File: config.mk
export PLATFORM = sky130hd
export DESIGN_NAME = fsas_ctrl
export DESIGN_NICKNAME = d
export VERILOG_FILES = /design/src/fsas_pkg.sv /design/src/fsas_ctrl.sv
export SDC_FILE = /design/constraint.sdc
export NUM_CORES = 1
export LEC_CHECK = 0
export CAP_MARGIN = 20
export CORE_UTILIZATION = 29
export CTS_BUF_LIST = sky130_fd_sc_hd__clkbuf_4
export CTS_CLUSTER_SIZE = 8
export DETAILED_ROUTE_END_ITERATION = 6
export DONT_BUFFER_PORTS = 1
export SLEW_MARGIN = 20
export SYNTH_ARGS = -nofsm -noshare
export SYNTH_HDL_FRONTEND = slang
export SYNTH_SLANG_ARGS = --single-unit
File: constraint.sdc
create_clock -name clk -period 2.3 [get_ports clk]
set_clock_uncertainty 0.2 [all_clocks]
set_input_delay 0.23 -clock clk [delete_from_list [all_inputs] [get_ports clk]]
set_output_delay 0.23 -clock clk [all_outputs]
set_load 0.005 [all_outputs]
File: src/fsas_pkg.sv
// ----------------------------------------------------------------------------
// fsas_pkg - shared types, constants and sine table builder
// Command word between controller and datapath, state codes, and the
// integer quarter-wave series used to fill the Q15 sine ROM.
// ----------------------------------------------------------------------------
package fsas_pkg;

	localparam logic [63:0] PIO2_Q30  = 64'd1686629713;
	localparam int          OUT_MAX   = 8388607;
	localparam int          OUT_MIN   = -8388608;
	localparam logic [6:0]  HIU_RESET = 7'd50;

	typedef enum logic [3:0] {
		ST_IDLE, ST_MEAN_INIT, ST_MEAN_RUN, ST_MEAN_DRAIN, ST_MEAN_END,
		ST_HARM_INIT, ST_HARM_RUN, ST_HARM_DRAIN, ST_HARM_END,
		ST_EVAL_RUN, ST_EVAL_DRAIN, ST_EVAL_END
	} state_t;

	typedef enum logic [1:0] {OP_MEAN, OP_HARM, OP_EVAL} op_t;

	typedef struct packed {
		op_t  op;
		logic tap;        // issue one sample/harmonic read
		logic acc_clr;
		logic mean_wr;
		logic harm_init;
		logic harm_first;
		logic n_odd;
		logic coef_wr;
		logic coef_zero;
		logic load_wr;
		logic eval_init;
		logic out_load;
	} cmd_t;

	// (t*x)>>30 in Q30
	function automatic logic [63:0] q30_mul(input logic [63:0] t, input logic [63:0] x);
		logic [63:0] p;
		p = t * x;
		return p >> 30;
	endfunction

	// Q15 sine of r/2^lgq * pi/2 by Taylor series to the 17th power
	function automatic logic signed [15:0] quarter_sin(input logic [63:0] r,
			input int unsigned lgq);
		logic [63:0]        x;
		logic [63:0]        t;
		logic signed [63:0] s;
		logic [63:0]        v;
		x = (r * PIO2_Q30) >> lgq;
		t = x;
		s = $signed(x);
		t = q30_mul(q30_mul(t, x), x) / 64'd6;   s = s - $signed(t);
		t = q30_mul(q30_mul(t, x), x) / 64'd20;  s = s + $signed(t);
		t = q30_mul(q30_mul(t, x), x) / 64'd42;  s = s - $signed(t);
		t = q30_mul(q30_mul(t, x), x) / 64'd72;  s = s + $signed(t);
		t = q30_mul(q30_mul(t, x), x) / 64'd110; s = s - $signed(t);
		t = q30_mul(q30_mul(t, x), x) / 64'd156; s = s + $signed(t);
		t = q30_mul(q30_mul(t, x), x) / 64'd210; s = s - $signed(t);
		t = q30_mul(q30_mul(t, x), x) / 64'd272; s = s + $signed(t);
		if (s < 0)
			s = 0;
		if (s > 64'sd1073741824)
			s = 64'sd1073741824;
		v = ($unsigned(s) * 64'd32767 + 64'd536870912) >> 30;
		return $signed(v[15:0]);
	endfunction

	// entry i of a 2^lgd sine table, quarter wave mirrored
	function automatic logic signed [15:0] sin_entry(input int unsigned i,
			input int unsigned lgd);
		int unsigned        qq;
		int unsigned        q;
		int unsigned        r;
		int unsigned        arg;
		logic signed [15:0] v;
		qq  = lgd - 2;
		q   = i >> qq;
		r   = i & ((1 << qq) - 1);
		arg = ((q & 1) != 0) ? (1 << qq) - r : r;
		v   = quarter_sin(64'(arg), qq);
		return ((q & 2) != 0) ? -v : v;
	endfunction

endpackage

File: src/fsas_ctrl.sv
// ----------------------------------------------------------------------------
// fsas_ctrl - sequencer
// Walks the mean pass, the harmonic passes and the evaluation loop, issuing
// the reads, and owns the harmonics register and the result-valid flag.
// ----------------------------------------------------------------------------
module fsas_ctrl import fsas_pkg::*; #(
	parameter int NUM_SAMPLES   = 1024,
	parameter int MAX_HARMONICS = 64
) (
	input  logic                 clk,
	input  logic                 arst_n,
	input  logic                 in_valid,
	output logic                 in_ready,
	input  logic                 in_mode,
	input  logic                 in_last,
	output logic                 out_valid,
	input  logic                 out_ready,
	input  logic                 cfg_we,
	input  logic [6:0]           cfg_wdata,
	output cmd_t                 cmd,
	output logic [$clog2(NUM_SAMPLES)-1:0] k_addr,
	output logic [((MAX_HARMONICS > 1) ? $clog2(MAX_HARMONICS) : 1)-1:0] c_addr
);
	localparam int LG_N = $clog2(NUM_SAMPLES);
	localparam int NH_W = $clog2(MAX_HARMONICS + 1);
	localparam int CA_W = (MAX_HARMONICS > 1) ? $clog2(MAX_HARMONICS) : 1;
	localparam logic [LG_N-1:0] K_LAST = LG_N'(NUM_SAMPLES - 1);
	localparam logic [NH_W-1:0] N_MAX  = NH_W'(MAX_HARMONICS);

	state_t          state_q, state_d;
	logic [LG_N-1:0] k_q;
	logic [NH_W-1:0] n_q;
	logic [NH_W-1:0] h_eff;
	logic [NH_W-1:0] n_m1;
	logic [6:0]      hiu_q;
	logic            tog_q, dcnt_q, out_vld_q;
	logic            accept, out_free;

	assign accept   = in_valid && in_ready;
	assign out_free = !out_vld_q || out_ready;
	assign h_eff    = (int'(hiu_q) > MAX_HARMONICS) ? N_MAX : NH_W'(hiu_q);
	assign n_m1     = n_q - 1'b1;
	assign k_addr   = k_q;
	assign c_addr   = CA_W'(n_m1);
	assign out_valid = out_vld_q;

	// next state
	always_comb begin
		state_d = state_q;
		case (state_q)
			ST_IDLE: begin
				if (accept && in_mode)
					state_d = (h_eff == '0) ? ST_EVAL_END : ST_EVAL_RUN;
				else if (accept && in_last)
					state_d = ST_MEAN_INIT;
			end
			ST_MEAN_INIT: state_d = ST_MEAN_RUN;
			ST_MEAN_RUN: begin
				if (tog_q && k_q == K_LAST)
					state_d = ST_MEAN_DRAIN;
			end
			ST_MEAN_DRAIN: if (dcnt_q) state_d = ST_MEAN_END;
			ST_MEAN_END:   state_d = ST_HARM_INIT;
			ST_HARM_INIT:  state_d = (n_q <= h_eff) ? ST_HARM_RUN : ST_HARM_END;
			ST_HARM_RUN: begin
				if (tog_q && k_q == K_LAST)
					state_d = ST_HARM_DRAIN;
			end
			ST_HARM_DRAIN: if (dcnt_q) state_d = ST_HARM_END;
			ST_HARM_END:   state_d = (n_q == N_MAX) ? ST_IDLE : ST_HARM_INIT;
			ST_EVAL_RUN: begin
				if (tog_q && n_q == h_eff)
					state_d = ST_EVAL_DRAIN;
			end
			ST_EVAL_DRAIN: if (dcnt_q) state_d = ST_EVAL_END;
			ST_EVAL_END:   if (out_free) state_d = ST_IDLE;
			default:       state_d = ST_IDLE;
		endcase
	end

	// command outputs
	always_comb begin
		cmd = '0;
		cmd.op = OP_EVAL;
		in_ready = 1'b0;
		case (state_q)
			ST_IDLE: begin
				in_ready = 1'b1;
				cmd.load_wr   = accept && !in_mode;
				cmd.eval_init = accept && in_mode;
			end
			ST_MEAN_INIT: begin
				cmd.op = OP_MEAN;
				cmd.acc_clr = 1'b1;
			end
			ST_MEAN_RUN: begin
				cmd.op  = OP_MEAN;
				cmd.tap = !tog_q;
			end
			ST_MEAN_DRAIN: cmd.op = OP_MEAN;
			ST_MEAN_END: begin
				cmd.op = OP_MEAN;
				cmd.mean_wr = 1'b1;
			end
			ST_HARM_INIT: begin
				cmd.op = OP_HARM;
				cmd.acc_clr    = 1'b1;
				cmd.harm_init  = (n_q <= h_eff);
				cmd.harm_first = (n_q == NH_W'(1));
				cmd.n_odd      = n_q[0];
			end
			ST_HARM_RUN: begin
				cmd.op  = OP_HARM;
				cmd.tap = !tog_q;
			end
			ST_HARM_DRAIN: cmd.op = OP_HARM;
			ST_HARM_END: begin
				cmd.op = OP_HARM;
				cmd.coef_wr   = 1'b1;
				cmd.coef_zero = (n_q > h_eff);
			end
			ST_EVAL_RUN:   cmd.tap = !tog_q;
			ST_EVAL_DRAIN: cmd.tap = 1'b0;
			ST_EVAL_END:   cmd.out_load = out_free;
			default:       cmd = '0;
		endcase
	end

	// state, counters, harmonics register, result flag
	always_ff @(posedge clk or negedge arst_n) begin
		if (!arst_n) begin
			state_q   <= ST_IDLE;
			k_q       <= '0;
			n_q       <= '0;
			tog_q     <= 1'b0;
			dcnt_q    <= 1'b0;
			hiu_q     <= HIU_RESET;
			out_vld_q <= 1'b0;
		end else begin
			state_q <= state_d;
			if (cfg_we)
				hiu_q <= cfg_wdata;
			if (cmd.out_load)
				out_vld_q <= 1'b1;
			else if (out_ready)
				out_vld_q <= 1'b0;
			case (state_q)
				ST_IDLE: begin
					tog_q <= 1'b0;
					n_q   <= NH_W'(1);
				end
				ST_MEAN_INIT, ST_HARM_INIT: begin
					k_q   <= '0;
					tog_q <= 1'b0;
				end
				ST_MEAN_RUN, ST_HARM_RUN: begin
					tog_q <= !tog_q;
					if (tog_q)
						k_q <= k_q + 1'b1;
				end
				ST_EVAL_RUN: begin
					tog_q <= !tog_q;
					if (tog_q && n_q != h_eff)
						n_q <= n_q + 1'b1;
				end
				ST_MEAN_DRAIN, ST_HARM_DRAIN, ST_EVAL_DRAIN: dcnt_q <= !dcnt_q;
				ST_MEAN_END: n_q <= NH_W'(1);
				ST_HARM_END: n_q <= n_q + 1'b1;
				default: tog_q <= tog_q;
			endcase
		end
	end

endmodule

==> results of run 1 <==
-- final cells by class --
cell class	count	area [um2]	area share, %
Tap cell	99	124	4.26
Clock buffer	8	60.1	2.06
Timing Repair Buffer	44	392	13.5
Sequential cell	31	781	26.8
Multi-Input combinational cell	192	1520	52.4
Inverter	8	30.0	1.03
-- layer usage --
layer  up-vias  wire (um)  part of all wire, %  global-route usage, %
li1        955          -                    -                      -
met1       953       2740                   45                   20.9
met2        73       2890                   47                   26.4
met3         9        407                  6.6                   4.16
met4         0         93                  1.5                   5.63
met5         -          0                    0                      0
-- logic make-up (layout without fill, tap and decap cells) --
kind of cell,after synthesis,in the layout,synth area share (%)
AO/OA/AOI/OAI,61,61,20.1
XOR/XNOR,15,15,5.91
adder cells (fa/ha/maj),12,12,6.75
buffers and inverters,19,60,4.33
flip-flops,31,31,35.1
multiplexers,9,9,4.67
AND/OR/NAND/NOR,95,95,23.2
-- stage by stage --
stage                     cell area, um2  util, %
after CTS                           2800     38.2
after floorplan                     2220        -
final                               2910     39.7
after global routing                2910     39.7
after detailed placement            2470     33.7
after global placement              2470     33.7
-- repair_timing --
action                                  in CTS  in global routing
cloned                                       0                  0
endpoints found under the setup margin      10                 16
setup buffers                                6                  3
endpoints found under the hold margin       39                  0
pin swaps                                    6                  8
resized for setup                           19                 16
hold buffers                                11                  0
-- sequential cells by signal, summed over array words and instances, names as in the netlist --
name and flops:
hiu_q 7, state_q 4, k_addr 10, tog_q 1
n_q 7, dcnt_q 1, out_valid 1
-- power groups by stage --
stage          clock, uW  sequential [uW]  combinational (uW)
2_1_floorplan          0              578                49.6
3_3_place_gp           0              580                60.8
3_5_place_dp           0              581                63.5
4_1_cts              362              570                 132
5_1_grt              389              572                 157
6_report             354              570                 145
-- worst paths after layout --
kind                         endpoint  depth (start not counted)
min                            dcnt_q                          2
max reg2reg                state_q[3]                          9
max                            cmd[7]                          6
min in group clk           state_q[1]                          4
min reg2reg                    dcnt_q                          1
max in group asynchronous    hiu_q[4]                          2
-- Yosys cell counts, types with 5 or more instances --
library cell / instances
xor2_1: 8
nand3_1: 10
o21ai_0: 19
nor3_1: 5
nor2b_1: 5
a21oi_1: 15
nand4_1: 5
inv_1: 7
nor2_1: 24
mux2_2: 7
dfrtp_1: 28
xnor2_1: 7
nand2_1: 24
ha_1: 12
buf_2: 5
==> metrics.md, run 1 <==
| Metric | Value |
|---|---|
| Status | `finished, violations left` |
| Failing checks | `setup timing` |
| Syn nets | `~270` |
| Startpoint Class | `flip-flop` |
| Number of vias per cell | `between 5 and 6` |
| Fraction of registers with async set/reset | `100%` |
| Peak VDD IR | `0.253 mV` |
| Placed cell count | `354` |
| Synth area leaders | `dfrtp_1 (32%), ha_1 (6.8%), o21ai_0 (4.3%)` |
| Net Sw Power | `approximately 280 uW` |
| Syn Inst Count | `242` |
| Clock share of power | `33.1%` |
| Fmax | `0.420 GHz` |
| Routability Congestion | `0.831` |
| Setup-failing EPs final | `4` |
| Most common cell after layout, fill and taps aside | `buf_4` |
| Critical path class | `flip-flop to primary output` |
| Rows | `31` |
| Via count | `1990` |
| First-pass GRT wire length | `9.71 mm` |
| Die Height | `roughly 90 um` |
| Comb power frac | `between 10% and 20%` |
| Max-slew violation count | `0` |
| Worst Setup SP | `hiu_q[1]` |
| Final worst setup slack | `-0.0820 ns` |
| Syn. warnings | `0` |
| Distinct cell type count after synthesis | `55` |
| Setup TNS | `-0.133 ns` |
| Min Hold Slack | `roughly 0.16 ns` |
| Detail Route Antenna Nets | `0` |
| Die Wd | `89.6 um` |
| Pre-CTS setup slack | `-0.0365 ns` |
| Switching share of power | `25.8%` |
| I/O Pins | `between 40 and 50` |
| Dominant delay contributor by cell family on the critical path | `simple AND/OR/NAND/NOR gates` |
| Clk buf depth | `2` |
| Area delta synth->final | `30.9%` |
| Reg clk slew, reported paths | `between 0.1 and 0.15 ns` |
| P per Cell Area | `around 370 nW/um2` |
| All-Layer GR Usage | `16.3%` |
| Vias in the first global route | `between 1500 and 2000` |
| Die ar. | `approximately 8000 um2` |
| N_diodes | `0` |
| Starting Density | `30.3%` |
| DRT Pass-1 Iters | `4` |
| Clk_lat worst skew | `0.35 ns` |
| Initial antenna violation count | `0` |
| Worst-path maximum fanout | `3` |
| Mapped cell area | `2220 um2` |
| TritonCTS clock tree | `built` |
| Routed WL per cell | `roughly 16 um` |
| P_int | `about 790 uW` |
| Commonest non-fill, non-tap cells in the layout | `buf_4 (29), dfrtp_1 (27), nand2_1 (21), nor2_1 (21), o21ai_0 (16)` |
| Worst-Margin Slew | `approximately 0.36 ns` |
| Synth top area share | `31.5%` |
| CP max-delay cell | `dfstp_2` |
| DRC violations left | `0` |
| DRT iter0 DRCs | `between 100 and 150` |
| Final WL | `6.12 mm` |
| Largest net degree at the start of global routing | `32` |
| Cell taking the most area after synthesis | `dfrtp_1` |
| Worst Path Buf+Inv | `0` |
| Worst EP arrival | `between 1.5 and 2 ns` |
| Register area share after synthesis | `between 30% and 40%` |
| Tot Pwr | `about 1100 uW` |
| FILL cells | `718` |
| IO Port Bufs | `0` |
| GRT Residual Overflow | `0` |
| Reg2Reg Setup Slack | `-0.03 ns` |
| Post-synthesis register bit count | `31` |
| Number of synthesized flops with an enable pin | `0` |
| Max_slew headroom | `between 70% and 80%` |
| Final Non-Filler Cells | `between 300 and 400` |
| Final Hold Viols | `0` |
| CP max stage delay | `0.56 ns` |
| Final Critical Period | `roughly 2.4 ns` |
| Main flop type after synthesis | `dfrtp_1` |
| Worst EP required | `between 1.5 and 2 ns` |
| Share of post-route cells with drive strength above 1 | `between 30% and 40%` |
| Final period utilization | `104%` |
| Final Net Count | `308` |
| Hold crit path type | `primary input to async pin` |
| RSZ-0062 raised after global routing | `yes` |
| TritonCTS Buffers | `5` |
| Pleak | `approximately 0.0012 uW` |
| Max H-tree Level | `2` |
| DP Wirelength | `roughly 4.2 mm` |
| Cells along the critical path | `nand2_1, ha_4, nand3_2, or2_2, o21ai_2, nor2b_4` |
| Root buf cell | `clkbuf_4` |
| Syn Area/Cell | `around 9.2 um2` |
| Core Area | `roughly 7300 um2` |
| Total of max-cap violations | `0` |
| Crit path capture type | `primary output` |
| RR Startpoint | `hiu_q[5]` |
| Clock Sink Count | `31` |
| Seq pwr share | `between 50% and 60%` |
No activity file was read; power rests on OpenSTA's default activity.
==> run 2: changes to the inputs <==
==> constraint.sdc (replaced) <==
create_clock -name clk -period 2 [get_ports clk]
set_clock_uncertainty 0.2 [all_clocks]
set_input_delay 0.2 -clock clk [delete_from_list [all_inputs] [get_ports clk]]
set_output_delay 0.2 -clock clk [all_outputs]
set_load 0.005 [all_outputs]
==> metrics.md, run 2 (synthesis results as in run 1) <==
| Metric | Value |
|---|---|
| Status | `finished, violations left (unchanged)` |
| Failing checks | `setup timing (unchanged)` |
| Detail Route Antenna Nets | `0 (unchanged)` |
| Number of vias per cell | `5.06 (was 5.21)` |
| Fin area | `3250 um2 (was 2910 um2)` |
| Max H-tree Level | `2 (unchanged)` |
| Commonest non-fill, non-tap cells in the layout | `buf_4 (62), dfrtp_1 (25), nand2_1 (20) (was buf_4 (29), dfrtp_1 (27), nand2_1 (21), nor2_1 (21), o21ai_0 (16))` |
| Area taken by multi-input logic gates | `1550 um2 (was 1520 um2)` |
| Routability Congestion | `0.850 (was 0.831)` |
| Fmax | `0.411 GHz` |
| Final WL | `6.44 mm (was 6.12 mm)` |
| IO Port Bufs | `0 (unchanged)` |
| Setup-failing EPs final | `14 (was 4)` |
| GRT Residual Overflow | `0 (unchanged)` |
| Root buf cell | `clkbuf_4 (unchanged)` |
| Max FFs per register | `10 (unchanged)` |
| GR peak layer | `met2 (unchanged)` |
| RSZ-0062 raised after global routing | `yes (unchanged)` |
| Clk_lat worst skew | `0.35 ns (about the same)` |
| First-pass GRT wire length | `10.1 mm (was 9.71 mm)` |
| Met3 Use GR | `3.60% (was 4.16%)` |
| Hold crit path type | `primary input to async pin (unchanged)` |
| Via count | `2127 (was 1990)` |
| Final Net Count | `346 (was 308)` |
| Worst EP arrival | `2.03 ns (was 1.95 ns)` |
| Worst EP required | `1.60 ns (was 1.87 ns)` |
| Final Hold Viols | `0 (unchanged)` |
| Most common cell after layout, fill and taps aside | `buf_4 (unchanged)` |
| Pleak | `0.00141 uW (was 0.00119 uW)` |
| Final worst setup slack | `-0.432 ns (was -0.0820 ns)` |
| Critical path class | `flip-flop to primary output (unchanged)` |
| Peak VDD IR | `0.325 mV (was 0.253 mV)` |
| Vias in the first global route | `2139 (was 1937)` |
| Met2 Resource Use GR | `28.8% (was 26.4%)` |
| Die Height | `89.6 um (unchanged)` |
| Crit path capture type | `primary output (unchanged)` |
| DRC violations left | `0 (unchanged)` |
| P per Cell Area | `386 nW/um2 (was 367 nW/um2)` |
| Max-slew violation count | `0 (unchanged)` |
| Die Wd | `89.6 um (unchanged)` |
| Max_slew headroom | `75.2% (was 76.1%)` |
| FILL cells | `705 (was 718)` |
| Share of post-route cells with drive strength above 1 | `44.2% (was 33.2%)` |
| Clock Sink Count | `31 (unchanged)` |
| Die ar. | `8020 um2 (unchanged)` |
| Startpoint Class | `flip-flop (unchanged)` |
| Final Critical Period | `approximately 2.4 ns` |
| Setup TNS | `-4.50 ns (was -0.133 ns)` |
| Total of max-cap violations | `0 (unchanged)` |
| Worst-Margin Slew | `0.369 ns (was 0.358 ns)` |
| Worst-path maximum fanout | `3 (unchanged)` |
| DP Wirelength | `4.53 mm (was 4.21 mm)` |
| I/O Pins | `45 (unchanged)` |
| Rows | `31 (unchanged)` |
| Final period utilization | `122%` |
| N_diodes | `0 (unchanged)` |
| Core Area | `7330 um2 (unchanged)` |
| Min Hold Slack | `0.0923 ns (was 0.163 ns)` |
| DRT iter0 DRCs | `47 (was 144)` |
| Reg clk slew, reported paths | `0.10 ns (was 0.11 ns)` |
| TritonCTS clock tree | `built (unchanged)` |
| Placed Instance Area | `2700 um2 (was 2470 um2)` |
| Clk buf depth | `2 (unchanged)` |
| TritonCTS Buffers | `5 (unchanged)` |
| Register Area | `783 um2 (was 781 um2)` |
| Routed WL per cell | `15.3 um (was 16.0 um)` |
| Area delta synth->final | `46.0% (was 30.9%)` |
| DRT Pass-1 Iters | `5 (was 4)` |
| Pre-CTS setup slack | `-0.280 ns (was -0.0365 ns)` |
| Starting Density | `30.3% (unchanged)` |
| Initial antenna violation count | `0 (unchanged)` |
| All-Layer GR Usage | `16.8% (was 16.3%)` |
| M1 GR Usage | `20.5% (was 20.9%)` |
| Largest net degree at the start of global routing | `32 (unchanged)` |
[run 2: worst max-delay path, cell delays in order (launching register included)]
cell	delay, ns
dfstp_2	0.55
nand2_2	0.06
ha_4	0.27
nand4_1	0.17
or2_4	0.31
o21ai_2	0.07
buf_4	0.13
nor2b_4	0.13
[run 2: cell type report]
type	instances	share of cell area, %
multi-input combinational	192	47.8
sequential	31	24.1
timing repair buffer	82	21.4
tap	99	3.82
clock buffer	8	1.85
inverter	8	1.00
[run 2: power breakdown]
part | switching [uW] | total, uW | internal (uW) | leakage, uW
logic | 87.4 | 192 | 105 | 0.000986
clock network | 226 | 407 | 181 | 0.0000368
registers | 9.07 | 654 | 645 | 0.000389
[run 2: metrics by stage]
stage	std cells	utilization, %	total power [uW]
5_1_grt	420	44.3	1310
2_1_floorplan	242	-	724
6_report	420	44.3	1250
3_5_place_dp	386	36.9	766
4_1_cts	412	41.8	1230
3_3_place_gp	386	36.9	763
[run 2: final timing paths]
kind                          start         end  slack (ns)  cells past startpoint
max                        hiu_q[4]      cmd[7]       -0.43                      7
min                          arst_n   k_addr[6]        0.09                      2
max reg2reg                hiu_q[4]  state_q[3]       -0.43                      9
min reg2reg                  dcnt_q      dcnt_q        0.31                      1
max in group asynchronous    arst_n    hiu_q[1]        1.25                      2
min in group clk           in_valid  state_q[1]        0.16                      5
[run 2: repair_timing]
| action | CTS | global route |
|---|---|---|
| setup buffers | 9 | 8 |
| endpoints found under the hold margin | 39 | 0 |
| endpoints found under the setup margin | 22 | 25 |
| pin swaps | 12 | 14 |
| gates resized for setup | 26 | 28 |
| hold buffers | 11 | 0 |
[run 2: layer usage]
metal | wire, um | share of wire [%]
met4 | 163 | 2.5
met2 | 3180 | 49
met1 | 2780 | 43
met3 | 320 | 5.0
met5 | 0 | 0
==> run 3: changes to the inputs <==
--- a/config.mk
+++ b/config.mk
@@ -5,6 +5,7 @@
 export SDC_FILE = /design/constraint.sdc
 export NUM_CORES = 1
 export LEC_CHECK = 0
+export ABC_AREA = 1
 export CAP_MARGIN = 20
 export CORE_UTILIZATION = 29
 export CTS_BUF_LIST = sky130_fd_sc_hd__clkbuf_4
==> constraint.sdc (replaced) <==
create_clock -name clk -period 2.8 [get_ports clk]
set_clock_uncertainty 0.2 [all_clocks]
set_input_delay 0.28 -clock clk [delete_from_list [all_inputs] [get_ports clk]]
set_output_delay 0.28 -clock clk [all_outputs]
set_load 0.005 [all_outputs]
==> metrics.md, run 3 <==
| Metric | Value |
|---|---|
| Status | `finished clean (was finished, violations left)` |
| Fraction of registers with async set/reset | `100% (unchanged)` |
| Main flop type after synthesis | `dfrtp_1 (unchanged)` |
| Post-synthesis register bit count | `31 (unchanged)` |
| Final Net Count | `339 (was 346)` |
| Syn. warnings | `0 (unchanged)` |
| Share of post-route cells with drive strength above 1 | `10.5% (was 44.2%)` |
| Area delta synth->final | `13.1% (was 46.0%)` |
| Mux cell area share after synthesis | `2.10% (was 4.67%)` |
| Syn nets | `324 (was 268)` |
| Post_cts resized | `0 (was 26)` |
| P per Cell Area | `786 nW/um2 (was 386 nW/um2)` |
| DRT Pass-1 Iters | `4 (was 5)` |
| DP Wirelength | `3.90 mm (was 4.53 mm)` |
| Max_slew headroom | `75.9% (was 75.2%)` |
| Core Area | `7210 um2 (was 7330 um2)` |
| DRC violations left | `0 (unchanged)` |
| RSZ-0062 raised after global routing | `no (was yes)` |
| Worst-path maximum fanout | `6 (was 3)` |
| Distinct cell type count after synthesis | `28 (was 55)` |
| Mapped cell area | `2150 um2 (was 2220 um2)` |
| Detail Route Antenna Nets | `0 (unchanged)` |
| Clock Sink Count | `31 (unchanged)` |
| Peak VDD IR | `0.316 mV (was 0.325 mV)` |
| Max H-tree Level | `2 (unchanged)` |
| Setup TNS | `0 ns (was -4.50 ns)` |
| FILL cells | `818 (was 705)` |
| Area taken by multi-input logic gates | `1180 um2 (was 1550 um2)` |
| Reg clk slew, reported paths | `0.12 ns (was 0.10 ns)` |
| DRT iter0 DRCs | `59 (was 47)` |
| Hold crit path type | `primary input to flip-flop (was primary input to async pin)` |
| Die Height | `88.0 um (was 89.6 um)` |
| Net Sw Power | `945 uW (was 323 uW)` |
| Startpoint Class | `flip-flop (unchanged)` |
| Worst EP required | `2.32 ns (was 1.60 ns)` |
| Register Area | `779 um2 (was 783 um2)` |
| Switching share of power | `49.5% (was 25.7%)` |
| Fmax | `approximately 0.4 GHz` |
| Worst EP arrival | `2.03 ns (about the same)` |
| Critical path class | `flip-flop to primary output (unchanged)` |
| Clk buf depth | `2 (unchanged)` |
| Worst-Margin Slew | `0.361 ns (was 0.369 ns)` |
| Top cells by count, synth | `nand2_1 (66), inv_1 (42), nor2_1 (40) (was dfrtp_1 (28), nand2_1 (24), nor2_1 (24))` |
| Final Non-Filler Cells | `413 (was 420)` |
| Register area share after synthesis | `36.3% (was 35.1%)` |
| Die Wd | `88.0 um (was 89.6 um)` |
| Final WL | `5.23 mm (was 6.44 mm)` |
| Number of synthesized flops with an enable pin | `0 (unchanged)` |
| Synth Area in Simple Gates | `34.4% (was 23.2%)` |
| Commonest non-fill, non-tap cells in the layout | `nand2_1 (66), inv_1 (42), nor2_1 (40) (was buf_4 (62), dfrtp_1 (25), nand2_1 (20))` |
| I/O Pins | `45 (unchanged)` |
| N_diodes | `0 (unchanged)` |
| Pleak | `0.00118 uW (was 0.00141 uW)` |
| Final Critical Period | `approximately 2.5 ns` |
| Most common cell after layout, fill and taps aside | `nand2_1 (was buf_4)` |
| Routability Congestion | `0.868 (was 0.850)` |
| Seq pwr share | `35.9% (was 52.2%)` |
| Syn Area/Cell | `7.20 um2 (was 9.19 um2)` |
| Root buf cell | `clkbuf_4 (unchanged)` |
| TritonCTS clock tree | `built (unchanged)` |
| Max-slew violation count | `0 (unchanged)` |
| Area share of fa/ha/maj cells after synthesis | `6.99% (was 6.75%)` |
| TritonCTS Buffers | `5 (unchanged)` |
| Starting Density | `29.8% (was 30.3%)` |
| Synth top area share | `32.6% (was 31.5%)` |
| Vias in the first global route | `1900 (was 2139)` |
| Max FFs per register | `10 (unchanged)` |
| Number of vias per cell | `4.78 (was 5.06)` |
| Comb power frac | `49.3% (was 15.3%)` |
| Placed cell count | `394 (was 386)` |
| Setup-failing EPs final | `0 (was 14)` |
| First-pass GRT wire length | `8.68 mm (was 10.1 mm)` |
| Die ar. | `7750 um2 (was 8020 um2)` |
| Top-count cell post-synth | `nand2_1 (was dfrtp_1)` |
| Clock share of power | `14.8% (was 32.5%)` |
| Via count | `1974 (was 2127)` |
| Cell taking the most area after synthesis | `dfrtp_1 (unchanged)` |
| Syn Inst Count | `298 (was 242)` |
| Initial antenna violation count | `0 (unchanged)` |
| IO Port Bufs | `0 (unchanged)` |
| Final Hold Viols | `0 (unchanged)` |
| Clk_lat worst skew | `0.34 ns (was 0.35 ns)` |
| Rows | `31 (unchanged)` |
| Hold buffers post-CTS | `11 (unchanged)` |
| Total of max-cap violations | `0 (unchanged)` |
| All-Layer GR Usage | `14.4% (was 16.8%)` |
| Largest family of logic cells by synthesized area | `simple AND/OR/NAND/NOR gates (unchanged)` |
| GRT Residual Overflow | `0 (unchanged)` |
| Post-synthesis compound-gate area fraction | `9.38% (was 20.1%)` |
| Final period utilization | `89.5%` |
| Xor-xnor portion of the synthesized cell area | `2.04% (was 5.91%)` |
| P_int | `964 uW (was 930 uW)` |
| Routed WL per cell | `12.7 um (was 15.3 um)` |
| Crit path capture type | `primary output (unchanged)` |
| Setup bufs post-CTS | `0 (was 9)` |
| Largest net degree at the start of global routing | `32 (unchanged)` |
| Synth area leaders | `dfrtp_1 (33%), nand2_1 (12%), inv_1 (7.3%) (was dfrtp_1 (32%), ha_1 (6.8%), o21ai_0 (4.3%))` |
## run 3: cell types whose count changed in the layout (fill, tap and decap cells not counted), sizes merged, moves of 7 or more
cell   delta
a21oi     -9
buf      -71
inv      +37
nand2    +49
nand3    +12
nand4     +7
nor2     +18
xnor2     -7
## run 3: logic make-up (layout without fill, tap and decap cells)
kind of cell    after synthesis  in the layout
flops                        31             31
xor+xnor                      5              5
simple gates                161            161
mux                           4              4
buf+inv                      48             64
compound gates               37             37
fa+ha+maj                    12             12
## run 3: area by class of cell
cell class                      count  area share [%]
Clock buffer                        6            1.85
Tap cell                           99            5.10
Inverter                           45            6.96
Multi-Input combinational cell    219            48.5
Clock inverter                      2           0.515
Sequential cell                    31            32.1
Timing Repair Buffer               11            4.95
## run 3: path summary, 6_finish.rpt
| kind | startpoint | endpoint | slack (ns) | cells after the start |
|---|---|---|---|---|
| hold / removal | in_mode | state_q[3] | 0.08 | 4 |
| setup / recovery | hiu_q[6] | cmd[7] | 0.29 | 9 |
| setup reg to reg | hiu_q[1] | n_q[2] | 0.58 | 11 |
| min in group asynchronous | arst_n | k_addr[8] | 0.18 | 2 |
| hold reg to reg | dcnt_q | dcnt_q | 0.28 | 1 |
| max in group asynchronous | arst_n | hiu_q[1] | 1.97 | 2 |
## run 3: power groups by stage
stage | Clock (uW) | Sequential [uW] | Combinational, uW
after floorplan | 0 | 636 | 787
after global placement | 0 | 689 | 901
after detailed placement | 0 | 692 | 920
after CTS | 296 | 683 | 951
after global routing | 315 | 704 | 1090
final | 283 | 685 | 941
## run 3: per-layer routing
| metal | wire (um) | GRT usage (%) |
|---|---|---|
| met1 | 2390 | 18.4 |
| met2 | 2530 | 24.2 |
| met3 | 265 | 3.86 |
| met4 | 43 | 3.81 |
| met5 | 0 | 0 |
## run 3: critical path: stages, from the launching register on
cell,delay (ns)
dfrtp_1,0.43
inv_1,0.16
nand2_1,0.09
ha_1,0.28
nand2_1,0.06
nor2_1,0.20
nand3_1,0.15
nand2_1,0.12
nand2_1,0.10
inv_1,0.09
## run 3: per-stage QoR
step / util (%) / cell area, um2 / power [uW] / worst slack [ns] / hold slack [ns]
3_3_place_gp: 31.2 / 2250 / 1590 / 0.692 / -0.215
3_5_place_dp: 31.2 / 2250 / 1610 / 0.611 / -0.214
4_1_cts: 33.7 / 2430 / 1930 / 0.276 / 0.0674
5_1_grt: 33.7 / 2430 / 2110 / 0.0917 / 0.0876
2_1_floorplan: - / 2150 / 1420 / 0.839 / -0.216
6_report: 33.7 / 2430 / 1910 / 0.294 / 0.0836
